--- src/sv/deq_pkg.sv ---
package deq_pkg;

  localparam int DEPTH_DEF = 16;
  localparam int KIND_W    = 3;
  localparam int VALUE_W   = 32;
  localparam int STATUS_W  = 2;

  localparam logic [KIND_W-1:0] KIND_PUSH_FRONT = 3'd0;
  localparam logic [KIND_W-1:0] KIND_PUSH_BACK  = 3'd1;
  localparam logic [KIND_W-1:0] KIND_POP_FRONT  = 3'd2;
  localparam logic [KIND_W-1:0] KIND_POP_BACK   = 3'd3;
  localparam logic [KIND_W-1:0] KIND_DUMP       = 3'd4;

  localparam logic [STATUS_W-1:0] ST_OK    = 2'd0;
  localparam logic [STATUS_W-1:0] ST_EMPTY = 2'd1;
  localparam logic [STATUS_W-1:0] ST_FULL  = 2'd2;

  // Commands from the controller to the datapath.
  typedef struct packed {
    logic load;  // latch the incoming beat
    logic exec;  // carry out the operation on pointers and storage
    logic rd;    // read the slot at the current offset
    logic step;  // move the dump cursor to the next element
  } deq_cmd_t;

  // Status from the datapath back to the controller.
  typedef struct packed {
    logic [KIND_W-1:0] kind;
    logic              empty;
    logic              last;
  } deq_sts_t;

endpackage

--- src/sv/deq_if.sv ---
interface deq_in_if;
  logic                                 valid;
  logic                                 ready;
  logic [deq_pkg::KIND_W-1:0]           kind;
  logic signed [deq_pkg::VALUE_W-1:0]   value;

  modport source (output valid, output kind, output value, input ready);
  modport sink   (input valid, input kind, input value, output ready);
endinterface

interface deq_out_if;
  logic                                 valid;
  logic                                 ready;
  logic signed [deq_pkg::VALUE_W-1:0]   element;
  logic [deq_pkg::STATUS_W-1:0]         status;
  logic                                 backward;
  logic                                 last;

  modport source (output valid, output element, output status, output backward,
                  output last, input ready);
  modport sink   (input valid, input element, input status, input backward,
                  input last, output ready);
endinterface

--- src/sv/deq_ctrl.sv ---
module deq_ctrl (
  input  logic              clk,
  input  logic              rst_n,
  input  logic              in_valid,
  output logic              in_ready,
  output logic              out_valid,
  input  logic              out_ready,
  input  deq_pkg::deq_sts_t sts,
  output deq_pkg::deq_cmd_t cmd
);

  localparam logic [1:0] S_IDLE = 2'd0;
  localparam logic [1:0] S_EXEC = 2'd1;
  localparam logic [1:0] S_OUT  = 2'd2;
  localparam logic [1:0] S_RD   = 2'd3;

  logic [1:0] state_r;
  logic [1:0] state_nxt;

  assign in_ready  = (state_r == S_IDLE);
  assign out_valid = (state_r == S_OUT);

  always_comb begin
    state_nxt = state_r;
    cmd       = '0;
    unique case (state_r)
      S_IDLE: begin
        if (in_valid) begin
          cmd.load  = 1'b1;
          state_nxt = S_EXEC;
        end
      end
      S_EXEC: begin
        cmd.exec = 1'b1;
        if (sts.kind inside {deq_pkg::KIND_POP_FRONT, deq_pkg::KIND_POP_BACK,
                             deq_pkg::KIND_DUMP}) begin
          cmd.rd    = !sts.empty;
          state_nxt = S_OUT;
        end else if (sts.kind inside {deq_pkg::KIND_PUSH_FRONT,
                                      deq_pkg::KIND_PUSH_BACK}) begin
          state_nxt = S_OUT;
        end else begin
          // Unknown codes produce nothing.
          state_nxt = S_IDLE;
        end
      end
      S_OUT: begin
        if (out_ready) begin
          if (sts.last) begin
            state_nxt = S_IDLE;
          end else begin
            cmd.step  = 1'b1;
            state_nxt = S_RD;
          end
        end
      end
      S_RD: begin
        cmd.rd    = 1'b1;
        state_nxt = S_OUT;
      end
      default: state_nxt = S_IDLE;
    endcase
  end

  always_ff @(posedge clk) begin
    if (!rst_n) begin
      state_r <= S_IDLE;
    end else begin
      state_r <= state_nxt;
    end
  end

endmodule

--- src/sv/deq_dp.sv ---
module deq_dp #(
  parameter int DEPTH = deq_pkg::DEPTH_DEF
) (
  input  logic                                clk,
  input  logic                                rst_n,
  input  deq_pkg::deq_cmd_t                   cmd,
  output deq_pkg::deq_sts_t                   sts,
  input  logic [deq_pkg::KIND_W-1:0]          in_kind,
  input  logic signed [deq_pkg::VALUE_W-1:0]  in_value,
  output logic signed [deq_pkg::VALUE_W-1:0]  out_element,
  output logic [deq_pkg::STATUS_W-1:0]        out_status,
  output logic                                out_backward,
  output logic                                out_last
);

  localparam int PW = $clog2(DEPTH);
  localparam int CW = $clog2(DEPTH + 1);
  localparam logic [PW:0]   DEPTH_X   = (PW+1)'(DEPTH);
  localparam logic [PW-1:0] LAST_SLOT = PW'(DEPTH - 1);
  localparam logic [CW-1:0] FULL_CNT  = CW'(DEPTH);

  logic [deq_pkg::VALUE_W-1:0] mem [DEPTH];

  logic [PW-1:0]                 head_r;
  logic [CW-1:0]                 count_r;
  logic [deq_pkg::KIND_W-1:0]    kind_r;
  logic [deq_pkg::VALUE_W-1:0]   value_r;
  logic [PW-1:0]                 idx_r;
  logic                          back_r;
  logic [deq_pkg::VALUE_W-1:0]   rdata_r;
  logic [deq_pkg::STATUS_W-1:0]  status_r;
  logic [deq_pkg::STATUS_W-1:0]  status_nxt;

  logic          empty;
  logic          full;
  logic [CW-1:0] cnt_dec;
  logic [PW-1:0] head_dec;
  logic [PW-1:0] head_inc;
  logic [PW-1:0] off;
  logic [PW:0]   sum;
  logic [PW:0]   wrap;
  logic [PW-1:0] addr;
  logic          wr_en;
  logic [PW-1:0] wr_addr;
  logic          is_read_op;

  assign empty    = (count_r == '0);
  assign full     = (count_r == FULL_CNT);
  assign cnt_dec  = count_r - CW'(1);
  assign head_dec = (head_r == '0) ? LAST_SLOT : head_r - PW'(1);
  assign head_inc = (head_r == LAST_SLOT) ? '0 : head_r + PW'(1);

  // Offset from the front, then folded back into the ring.
  always_comb begin
    unique case (kind_r)
      deq_pkg::KIND_PUSH_BACK: off = count_r[PW-1:0];
      deq_pkg::KIND_POP_BACK:  off = cnt_dec[PW-1:0];
      deq_pkg::KIND_DUMP:      off = idx_r;
      default:                 off = '0;
    endcase
  end

  assign sum  = {1'b0, head_r} + {1'b0, off};
  assign wrap = (sum >= DEPTH_X) ? sum - DEPTH_X : sum;
  assign addr = wrap[PW-1:0];

  assign wr_en   = cmd.exec && !full && (kind_r == deq_pkg::KIND_PUSH_FRONT ||
                                         kind_r == deq_pkg::KIND_PUSH_BACK);
  assign wr_addr = (kind_r == deq_pkg::KIND_PUSH_FRONT) ? head_dec : addr;

  always_comb begin
    unique case (kind_r)
      deq_pkg::KIND_PUSH_FRONT,
      deq_pkg::KIND_PUSH_BACK: status_nxt = full ? deq_pkg::ST_FULL : deq_pkg::ST_OK;
      default:                 status_nxt = empty ? deq_pkg::ST_EMPTY : deq_pkg::ST_OK;
    endcase
  end

  always_ff @(posedge clk) begin
    if (wr_en) begin
      mem[wr_addr] <= value_r;
    end
  end

  always_ff @(posedge clk) begin
    if (cmd.rd) begin
      rdata_r <= mem[addr];
    end
  end

  always_ff @(posedge clk) begin
    if (!rst_n) begin
      head_r  <= '0;
      count_r <= '0;
    end else if (cmd.exec) begin
      unique case (kind_r)
        deq_pkg::KIND_PUSH_FRONT: begin
          if (!full) begin
            head_r  <= head_dec;
            count_r <= count_r + CW'(1);
          end
        end
        deq_pkg::KIND_PUSH_BACK: begin
          if (!full) begin
            count_r <= count_r + CW'(1);
          end
        end
        deq_pkg::KIND_POP_FRONT: begin
          if (!empty) begin
            head_r  <= head_inc;
            count_r <= cnt_dec;
          end
        end
        deq_pkg::KIND_POP_BACK: begin
          if (!empty) begin
            count_r <= cnt_dec;
          end
        end
        default: begin
        end
      endcase
    end
  end

  always_ff @(posedge clk) begin
    if (cmd.load) begin
      kind_r  <= in_kind;
      value_r <= in_value;
      idx_r   <= '0;
      back_r  <= 1'b0;
    end else if (cmd.step) begin
      if (!back_r && idx_r == cnt_dec[PW-1:0]) begin
        back_r <= 1'b1;
      end else if (!back_r) begin
        idx_r <= idx_r + PW'(1);
      end else begin
        idx_r <= idx_r - PW'(1);
      end
    end
    if (cmd.exec) begin
      status_r <= status_nxt;
    end
  end

  assign is_read_op = (kind_r == deq_pkg::KIND_POP_FRONT ||
                       kind_r == deq_pkg::KIND_POP_BACK ||
                       kind_r == deq_pkg::KIND_DUMP);

  assign out_element  = (is_read_op && status_r == deq_pkg::ST_OK) ? rdata_r : '0;
  assign out_status   = status_r;
  assign out_backward = back_r;
  assign out_last     = (kind_r != deq_pkg::KIND_DUMP) ||
                        (status_r != deq_pkg::ST_OK) ||
                        (back_r && idx_r == '0);

  assign sts.kind  = kind_r;
  assign sts.empty = empty;
  assign sts.last  = out_last;

endmodule

--- src/sv/double_ended_queue.sv ---
// Channel | Dir | Handshake      | Payload
// in_ch   | in  | valid / ready  | kind[2:0], value[31:0] signed
// out_ch  | out | valid / ready  | element[31:0] signed, status[1:0], backward, last
//
// A push or a pop passes the idle, execute and output states of the controller;
// a dump adds a read state before each of its further result beats, and a dump
// of an empty queue gives a single beat with the empty status.
// The sequence is set by the state machine and by the single read port of the
// slot memory, whose read data is registered before it reaches the output.
// Reset is synchronous and active low; it empties the queue. Slot contents are
// not cleared, since only live slots are ever read.
// A stalled result holds its payload, and no input beat is taken until the
// last result of the current item has been delivered.
module double_ended_queue #(
  parameter int DEPTH = deq_pkg::DEPTH_DEF
) (
  input logic        clk,
  input logic        rst_n,
  deq_in_if.sink     in_ch,
  deq_out_if.source  out_ch
);

  // The controller only sequences; all pointer arithmetic, the slot memory and
  // the result fields live in the datapath.
  deq_pkg::deq_cmd_t cmd;
  deq_pkg::deq_sts_t sts;

  deq_ctrl u_ctrl (
    .clk       (clk),
    .rst_n     (rst_n),
    .in_valid  (in_ch.valid),
    .in_ready  (in_ch.ready),
    .out_valid (out_ch.valid),
    .out_ready (out_ch.ready),
    .sts       (sts),
    .cmd       (cmd)
  );

  // Each result beat is built from registered fields, so it stays steady for
  // as long as the sink holds ready low.
  deq_dp #(
    .DEPTH (DEPTH)
  ) u_dp (
    .clk          (clk),
    .rst_n        (rst_n),
    .cmd          (cmd),
    .sts          (sts),
    .in_kind      (in_ch.kind),
    .in_value     (in_ch.value),
    .out_element  (out_ch.element),
    .out_status   (out_ch.status),
    .out_backward (out_ch.backward),
    .out_last     (out_ch.last)
  );

`ifndef NO_ASSERTIONS
  // One item at a time: the block never takes a beat while a result is shown.
  a_no_overlap: assert property (@(posedge clk) disable iff (!rst_n)
    !(in_ch.ready && out_ch.valid))
    else $error("input taken while a result is pending");

  // A result that is not ok carries no element.
  a_fail_zero: assert property (@(posedge clk) disable iff (!rst_n)
    (out_ch.valid && out_ch.status != deq_pkg::ST_OK) |-> (out_ch.element == '0))
    else $error("failed operation returned an element");

  // The back-to-front pass only exists for a dump of a non-empty queue.
  a_back_ok: assert property (@(posedge clk) disable iff (!rst_n)
    (out_ch.valid && out_ch.backward) |-> (out_ch.status == deq_pkg::ST_OK))
    else $error("backward beat with a failure status");

  // Once the final result of an item is taken, the next input is welcome.
  a_last_frees: assert property (@(posedge clk) disable iff (!rst_n)
    (out_ch.valid && out_ch.ready && out_ch.last) |=> in_ch.ready)
    else $error("block not ready after the final result");
`endif

endmodule

--- src/flat_wrapper.sv ---
// flat-port wrapper written by rule: the top's interface ports become plain ports
module double_ended_queue_flat 
#(
  parameter int DEPTH = deq_pkg::DEPTH_DEF
)
  (clk, rst_n, in_ch_valid, in_ch_kind, in_ch_value, in_ch_ready, out_ch_valid, out_ch_element, out_ch_status, out_ch_backward, out_ch_last, out_ch_ready);
  deq_in_if in_ch_i ();
  deq_out_if out_ch_i ();
  input logic clk;
  input logic rst_n;
  input wire logic [$bits(in_ch_i.valid)-1:0] in_ch_valid;
  input wire logic [$bits(in_ch_i.kind)-1:0] in_ch_kind;
  input wire logic [$bits(in_ch_i.value)-1:0] in_ch_value;
  output wire logic [$bits(in_ch_i.ready)-1:0] in_ch_ready;
  output wire logic [$bits(out_ch_i.valid)-1:0] out_ch_valid;
  output wire logic [$bits(out_ch_i.element)-1:0] out_ch_element;
  output wire logic [$bits(out_ch_i.status)-1:0] out_ch_status;
  output wire logic [$bits(out_ch_i.backward)-1:0] out_ch_backward;
  output wire logic [$bits(out_ch_i.last)-1:0] out_ch_last;
  input wire logic [$bits(out_ch_i.ready)-1:0] out_ch_ready;
  assign in_ch_i.valid = in_ch_valid;
  assign in_ch_i.kind = in_ch_kind;
  assign in_ch_i.value = in_ch_value;
  assign in_ch_ready = in_ch_i.ready;
  assign out_ch_valid = out_ch_i.valid;
  assign out_ch_element = out_ch_i.element;
  assign out_ch_status = out_ch_i.status;
  assign out_ch_backward = out_ch_i.backward;
  assign out_ch_last = out_ch_i.last;
  assign out_ch_i.ready = out_ch_ready;
  double_ended_queue #(.DEPTH(DEPTH)) u_core (.clk(clk), .rst_n(rst_n), .in_ch(in_ch_i), .out_ch(out_ch_i));
endmodule
--- config.mk ---
export PLATFORM = sky130hd
export DESIGN_NAME = double_ended_queue_flat
export DESIGN_NICKNAME = d
export VERILOG_FILES = /design/src/sv/deq_pkg.sv /design/src/sv/deq_if.sv /design/src/sv/deq_ctrl.sv /design/src/sv/deq_dp.sv /design/src/sv/double_ended_queue.sv /design/src/flat_wrapper.sv
export SDC_FILE = /design/constraint.sdc
export NUM_CORES = 1
export LEC_CHECK = 0
export ABC_AREA = 1
export BUFFER_PORTS_ARGS = -buffer_cell sky130_fd_sc_hd__buf_2
export CORE_MARGIN = 1.5
export CORE_UTILIZATION = 55
export CTS_BUF_LIST = sky130_fd_sc_hd__clkbuf_8
export CTS_CLUSTER_DIAMETER = 60
export CTS_CLUSTER_SIZE = 8
export DETAILED_ROUTE_END_ITERATION = 10
export PLACE_DENSITY_LB_ADDON = 0.3
export SYNTH_ARGS = -nofsm -noshare
export SYNTH_HDL_FRONTEND = slang
export SYNTH_SLANG_ARGS = --single-unit
--- constraint.sdc ---
create_clock -name clk -period 6.8 [get_ports clk]
set_input_delay 1.7 -clock clk [delete_from_list [all_inputs] [get_ports clk]]
set_output_delay 1.7 -clock clk [all_outputs]
set_load 0.01 [all_outputs]
; Yosys cells after proc, flatten, opt, wreduce, memory -nomap -nowiden
; Memories as Yosys holds them, arrays and structs flattened. A register that Yosys moved wholly into a read port is not among the register bits.
; Index checks and enable logic that the tools add are counted.
[op_classes]
n_lt_le_gt_ge = 1
eq_ne = 17
mux = 32
addsub = 8
n_bitwise = 1
n_reduce_logical = 31
[op_table]
columns = operator, n
row1 = $mux 32, 1
row2 = $mux 4, 7
row3 = $mux 2, 7
row4 = $pmux 4 s3, 1
row5 = $sub 4x1->4 const B, 3
row6 = $mux 1, 10
row7 = $mux 5, 2
row8 = $ne 2x2->1 const B, 5
row9 = $pmux 5 s2, 1
row10 = $add 4x1->4 const B, 2
row11 = $logic_not 4->1, 2
row12 = $pmux 2 s4, 1
row13 = $pmux 4 s2, 1
row14 = $reduce_and 4->1, 2
row15 = $reduce_bool 2->1, 4
row16 = $eq 3x2->1 const B, 2
row17 = $reduce_and 2->1, 3
row18 = $add 4x4->5, 1
row19 = $add 5x1->5 const B, 1
row20 = $eq 5x5->1 const B, 1
row21 = $ge 5x5->1 const B, 1
row22 = $logic_and 1x1->1, 5
row23 = $logic_not 5->1, 1
row24 = $logic_or 1x1->1, 5
row25 = 16 further kinds, 21
[word_totals]
word_cells = 99
ramBits = 512
register_bits = 53
memories = 1
input_bits = 39
[memory_table]
columns = memory, words, word_bits, rd, rd_clocked_by_memory_dff, wr, line
row1 = u_core.u_dp.mem, 16, 32, 1, 1, 1, deq_dp.sv:22  ; logic [deq_pkg::VALUE_W-1:0] mem [DEPTH];

; Depth between registers and ports, before layout
; Gate-level depths: netlist of the first run.
[depth]
word_depth = 7
depth_mapped = 19
ltp_nobuf = 18

; Cells and area by module
; Synthesis of the first run repeated with hierarchy kept, for this count alone.
[unflattened]
hier_cells = 1832
hier_area_um2 = 24203.2
[by_module_without_submodules]
columns = module, seq_area_each_um2, cells_each, area_per_inst_um2, instances
row1 = deq_dp, 17727.0, 1802, 24031.8, 1
row2 = deq_ctrl, 40.0, 30, 171.4, 1

; Worst setup path before layout of the first run
; OpenSTA, ideal clock, no wires.
[synth_timing]
path_kind = register to register
start = register u_core.u_dp.kind_r[1] (netlist bit)
end = memory u_core.u_dp.mem[7][0] (netlist bit), enable pin
synth_period_minus_slack_ns = 4.022
path_buffers = 1
path_stages_with_launch = 13
arrival_ns = 3.601
setup_slack_ns = 2.778
path_cell_list = edfxtp_1 nand2_2 nor2_4 nand2_1 nand3_1 ha_1 fa_1 clkbuf_1 nand2_1 o21ai_1 nor2b_1 nand2_1 nor2_1
[synth_between]
elab_chain_cells = 6
word_cells_on_any_way = 14
classes_between = add/sub (2) / order compare (1) / eq/ne (3) / mux (5) / reduce/logical (3)
[synth_lines]
columns = item, line
row1 = from (decl), deq_dp.sv:26  ; logic [deq_pkg::KIND_W-1:0] kind_r;
row2 = from (signal assigned), deq_dp.sv:127  ; kind_r <= in_kind;
row3 = "$eq 3x3->1, or another cell as far along", deq_dp.sv:55  ; unique case (kind_r)
row4 = $pmux 4 s3, deq_dp.sv:55
row5 = $add 4x4->5, deq_dp.sv:63  ; assign sum = {1'b0, head_r} + {1'b0, off};
row6 = $sub 4x1->4 / $ge 5x5->1 (equally long branches), deq_dp.sv:64  ; assign wrap = (sum >= DEPTH_X) ? sum - DEPTH_X : sum;
row7 = $mux 4, deq_dp.sv:64
row8 = $mux 4, deq_dp.sv:69  ; assign wr_addr = (kind_r == deq_pkg::KIND_PUSH_FRONT) ? head_dec : addr;
row9 = to (decl), deq_dp.sv:22
; Parallel ways exist; a longest one is shown, timed or not.

; Final worst setup path of the first run
[layout_timing]
start = register u_core.u_dp.kind_r[1] (netlist bit)
end = memory u_core.u_dp.mem[2][19] (netlist bit), enable pin
; Same word-level chain as after synthesis.

==> summary.txt, run 1 <==
RSZ-0062 raised after global routing - false
WS Path Type - flip-flop to flip-flop
CP max stage cell - nor2_4
CP max FO - 152
Most used DFF post-synth - edfxtp_1
setup total negative slack - 0 ns
latest clock arrival within the worst-skew pair - 0.66 ns
Initial Util - 55.82%
Commonest cells post-synth - edfxtp_1 (581), nor2_1 (384), o21ai_0 (253)
CP Cell Sequence - nor2_2 > inv_2 > nor2_1 > nand2_1 > nand3_1 > ha_4 > inv_6 > o21ai_1 > inv_1 > nand2_1 > nor2_4
R2R Setup Slk - 2.03 ns
initial antenna violation count - 0
core area - 43170 um2
crit path launch type - flip-flop
GRT Overall Usage - 24.43%
# setup viols final - 0
max cap viols - 0
Area Growth Syn to Fin - 8.910%
crit path time final - 4.766 ns
total power - 0.007158 W
post-CTS resize count - 0
ys async rst share - 0%
most numerous cell on the critical path - nand2_1
Power Density - 272.7 nW/um2
Final Max Slew Viols - 0
Hold WC Path Type - flip-flop to flip-flop
DPL Wire Length - 28360 um
CP Data Required Time - 7.04 ns
min-delay src - u_core.u_dp.head_r[3]
nature of the critical path endpoint - flip-flop
CTS sink cnt - 597
VDD IR max - 0.0002360 V
Worst-path clk slew - 0.06 ns
Rows - 76
final hold violations - 0
Slew @ Worst Pin - 1.381 ns
synth top area cells - edfxtp_1 (72%), nor2_1 (6.0%), o21ai_0 (5.3%)
Remaining DRCs - 0
clock tree root driver cell - clkbuf_8
Setup Skew - 0.02833 ns
largest area contributor in the netlist - edfxtp_1
Max Buffers Root-to-Sink - 3
Post-Layout Cell Count - 2503
worst r2r dst - u_core.u_dp.mem[2][19]
H-tree Lvls - 3
max frequency - 209.8 MHz
ratio of cells with drive above 1 in the final layout - 15.59%
via count - 14700
CP arrival - 5.00 ns
Synth warnings - 0
Chip Width - 212.3 um
reg-to-reg startpoint - u_core.u_dp.kind_r[1]
Setup Buffers After CTS - 0
I/O Buffers - 76
Post-synth EDFFs - 581
cell count after placement - 2398
first-pass GRT wire length - 82640 um
DR pass1 iterations - 5
status - finished clean
vias in the first global route - 14700
number of hold buffers added after CTS - 0
CTS tree - done
static leakage - 8.915 nW
Post-DRT Antenna Nets - 0
top-count cell post-synth - edfxtp_1
routability cong. - 0.8386
Slew HR - 7.742%
Unique masters post-synth - 32
Seq/Total Area, Yosys - 73.73%
DRT iter0 DRCs - 1207
Worst R2R Path Depth - 11
Layout Nets - 1950
ant diodes - 0
# fillers - 3325
syn avg cell area - 13.20 um2
grt ovf - 0
largest delay contributor family on the critical path - simple AND/OR/NAND/NOR gates
chip height - 212.3 um
Via density - 5.874
synthesized area - 24100 um2
CP bufs+invs - 3
CP Depth - 11
Synth Register Bits - 597
drt wl/cell - 21.52 um
CP max stage delay - 1.13 ns
WL final - 53880 um
net count after synthesis - 1876
fin crit share - 70.09%
largest net degree at the start of global routing - 153
Yosys top cell area share - 72.40%
Mapped Cells - 1825
hold path cells - 2
CTS Buf Count - 84
Hold Path Sink - u_core.u_dp.head_r[3]
I/O pins - 77
Die Area - 45080 um2
==> flip-flops by register name (all words and copies together) (netlist names) <==
name,flops
u_core.u_dp.value_r,32
u_core.u_dp.mem,512
u_core.u_dp.count_r,5
u_core.u_dp.rdata_r,32
u_core.u_ctrl.state_r,2
u_core.u_dp.head_r,4
u_core.u_dp.kind_r,3
u_core.u_dp.out_status,2
u_core.u_dp.out_backward,1
u_core.u_dp.idx_r,4
==> layout by cell type, fill, tap and decap left out, types with 36 or more instances in the layout <==
cell type and instances:
buf_2 76, o211ai_1 64, edfxtp_1 581, nand3_2 36, nand2_1 108, o221ai_1 64, o21ai_0 253, clkbuf_8 84
nor2_1 368, inv_1 70
==> power breakdown <==
part	switching, W	internal [W]	leakage [nW]
Clock	0.00127	0.00112	0.697
Sequential	0.0000687	0.00410	5.37
Combinational	0.000419	0.000179	2.84
==> layer usage <==
layer / vias to the layer above / share of wire [%] / global-route usage [%]
li1: 6811 / - / -
met1: 7232 / 42 / 32.60
met2: 565 / 49 / 40.72
met3: 95 / 6.8 / 4.121
met4: 0 / 2.3 / 8.877
met5: - / 0 / 0
==> layout make-up <==
cell class | instances | area, um2 | share of cell area [%]
inverters | 72 | 279.0 | 1.063
well taps | 585 | 732.0 | 2.789
flip-flops and latches | 597 | 17770 | 67.70
clock inverters | 21 | 122.6 | 0.4672
multi-input cells | 1049 | 5664 | 21.58
clock buffers | 84 | 1156 | 4.405
repair buffers | 95 | 523.0 | 1.993
==> worst min-delay path, stage by stage, from the launching register on <==
cell and delay, ns:
dfxtp_1 0.34, nand2_1 0.07, a21oi_1 0.05
==> kinds of logic after synthesis <==
| group | count (synthesis) | synth area share (%) |
|---|---|---|
| XOR/XNOR | 11 | 0.3998 |
| flip-flops | 597 | 73.73 |
| AO/OA/AOI/OAI | 449 | 11.49 |
| adder cells (fa/ha/maj) | 12 | 0.6854 |
| AND/OR/NAND/NOR | 577 | 10.30 |
| buffers and inverters | 179 | 3.396 |
==> through the flow <==
stage / area, um2 / hold WS [ns] / utilization, % / setup WS (ns)
final: 26240 / 0.5173 / 60.79 / 2.034
after global routing: 26240 / 0.5502 / 60.79 / 1.803
after CTS: 26240 / 0.5162 / 60.79 / 2.084
after detailed placement: 24970 / 0.4994 / 57.83 / 2.100
after global placement: 24970 / 0.5048 / 57.83 / 2.247
after floorplan: 24100 / 0.4717 / - / 2.778
==> worst max path at each step <==
stage,from,to
global route,u_core.u_dp.kind_r[1],u_core.u_dp.mem[2][12]
floorplan,u_core.u_dp.kind_r[1],u_core.u_dp.mem[7][0]
detailed placement,u_core.u_dp.kind_r[1],u_core.u_dp.mem[6][19]
finish,u_core.u_dp.kind_r[1],u_core.u_dp.mem[2][19]
global placement,u_core.u_dp.kind_r[1],u_core.u_dp.mem[2][15]
CTS,u_core.u_dp.kind_r[1],u_core.u_dp.mem[6][12]
No activity file was read; power rests on OpenSTA's default activity.
==> inputs of run 2 (changes only) <==
clock period = 4.85 ns   (was 6.8 ns; I/O delays follow)
==> summary.txt, run 2 (synthesis gave the netlist of run 1 again) <==
status - finished clean
Power Density - 379.1 nW/um2
drt wl/cell - 21.10 um
Slew @ Worst Pin - 1.373 ns
commonest non-fill, non-tap cell in the layout - edfxtp_1
max reg flops - 512
WS Path Type - flip-flop to primary output
# setup viols final - 0
Chip Width - 212.3 um
core area - 43170 um2
clock tree root driver cell - clkbuf_8
Final Max Slew Viols - 0
vias in the first global route - 14900
fin crit share - 82.09%
P_sw - 0.002405 W
Initial Util - 55.82%
reg-to-reg startpoint - u_core.u_dp.kind_r[1]
nature of the critical path endpoint - primary output
chip height - 212.3 um
min-delay src - u_core.u_dp.head_r[3]
DRT iter0 DRCs - 1143
DR pass1 iterations - 5
via count - 14760
setup total negative slack - 0 ns
I/O pins - 77
ant diodes - 0
I/O Buffers - 76
Worst-path clk slew - 0.06 ns
sw frac - 23.98%
Finished Cell Area - 26460 um2
Layout Nets - 1960
Logic pwr share - 8.5%
met2 Use GR - 39.94%
max cap viols - 0
grt ovf - 0
Max Buffers Root-to-Sink - 3
CTS Buf Count - 84
P_int - 0.007625 W
Biggest register - u_core.u_dp.mem
met1 Use GR - 32.18%
routability cong. - 0.9115
Clock Power Share - 33.1%
total power - 0.01003 W
post-CTS resize count - 0
crit path launch - u_core.u_dp.kind_r[0]
H-tree Lvls - 3
latest clock arrival within the worst-skew pair - 0.65 ns
CP Data Required Time - 3.64 ns
Via density - 5.871
Setup Skew - 0.02061 ns
Remaining DRCs - 0
crit path time final - 3.981 ns
# fillers - 3264
crit path launch type - flip-flop
VDD IR max - 0.0002549 V
DPL Wire Length - 28590 um
Slew HR - 8.475%
CTS tree - done
biggest regs - u_core.u_dp.mem x512, u_core.u_dp.rdata_r x32, u_core.u_dp.value_r x32
Hold WC Path Type - flip-flop to flip-flop
final hold violations - 0
number of hold buffers added after CTS - 0
Setup Buffers After CTS - 0
Area Growth Syn to Fin - 9.803%
met3 usage - 4.579%
static leakage - 9.021 nW
ratio of cells with drive above 1 in the final layout - 15.98%
first-pass GRT wire length - 82080 um
commonest cells after routing, fill and taps aside - edfxtp_1 (581), nor2_1 (368), o21ai_0 (253), nand2_1 (108), clkbuf_8 (87)
Post-DRT Antenna Nets - 0
power share of the sequential group - 58.3%
initial antenna violation count - 0
Final Util - 61.29%
dpl cell area - 25180 um2
Rows - 76
CP max FO - 32
Die Area - 45080 um2
GRT busiest layer - met2
CP arrival - 2.77 ns
RSZ-0062 raised after global routing - false
CTS sink cnt - 597
largest net degree at the start of global routing - 257
max frequency - 251.2 MHz
GRT Overall Usage - 24.22%
WL final - 53030 um
[run 2: per-stage QoR]
step	hold WS [ns]	instances	setup slack [ns]
detailed placement	0.5172	2408	1.087
global placement	0.5040	2408	1.223
CTS	0.5266	2513	0.7283
global route	0.5435	2513	0.6711
finish	0.5272	2513	0.8686
floorplan	0.4717	1825	0.8277
[run 2: metal layers]
layer / wire length (um) / vias to the layer above
met5: 0 / -
met2: 25950 / 523
met3: 3477 / 98
met1: 22260 / 7310
li1: - / 6824
met4: 1334 / 0
[run 2: power groups by stage]
| stage | sequential [W] | clock, W | combinational (W) |
|---|---|---|---|
| after CTS | 0.00585 | 0.00340 | 0.000860 |
| after floorplan | 0.00591 | 0 | 0.000625 |
| final | 0.00585 | 0.00333 | 0.000856 |
| after detailed placement | 0.00596 | 0 | 0.000857 |
| after global placement | 0.00595 | 0 | 0.000835 |
| after global routing | 0.00586 | 0.00359 | 0.000949 |
[run 2: area by class of cell]
class / count / area [um2] / area share, %
Sequential cell: 597 / 17770 / 67.15
Clock buffer: 87 / 1197 / 4.525
Clock inverter: 18 / 85.08 / 0.3216
Timing Repair Buffer: 105 / 735.7 / 2.781
Multi-Input combinational cell: 1049 / 5664 / 21.41
Inverter: 72 / 277.8 / 1.050
Tap cell: 585 / 732.0 / 2.766
[run 2: final timing paths]
path                              to  slack [ns]  cells past startpoint
min            u_core.u_dp.head_r[3]        0.53                      2
min reg2reg    u_core.u_dp.head_r[3]        0.53                      2
max                out_ch_element[2]        0.87                      5
max reg2reg  u_core.u_dp.mem[14][11]        1.04                     11
[run 2: worst max-delay path, stage by stage, from the launching register on]
cell and delay [ns]:
edfxtp_1 0.50, nor3_2 0.39, or2_1 0.20, nand2_2 0.52
nor2_1 0.33, buf_2 0.18
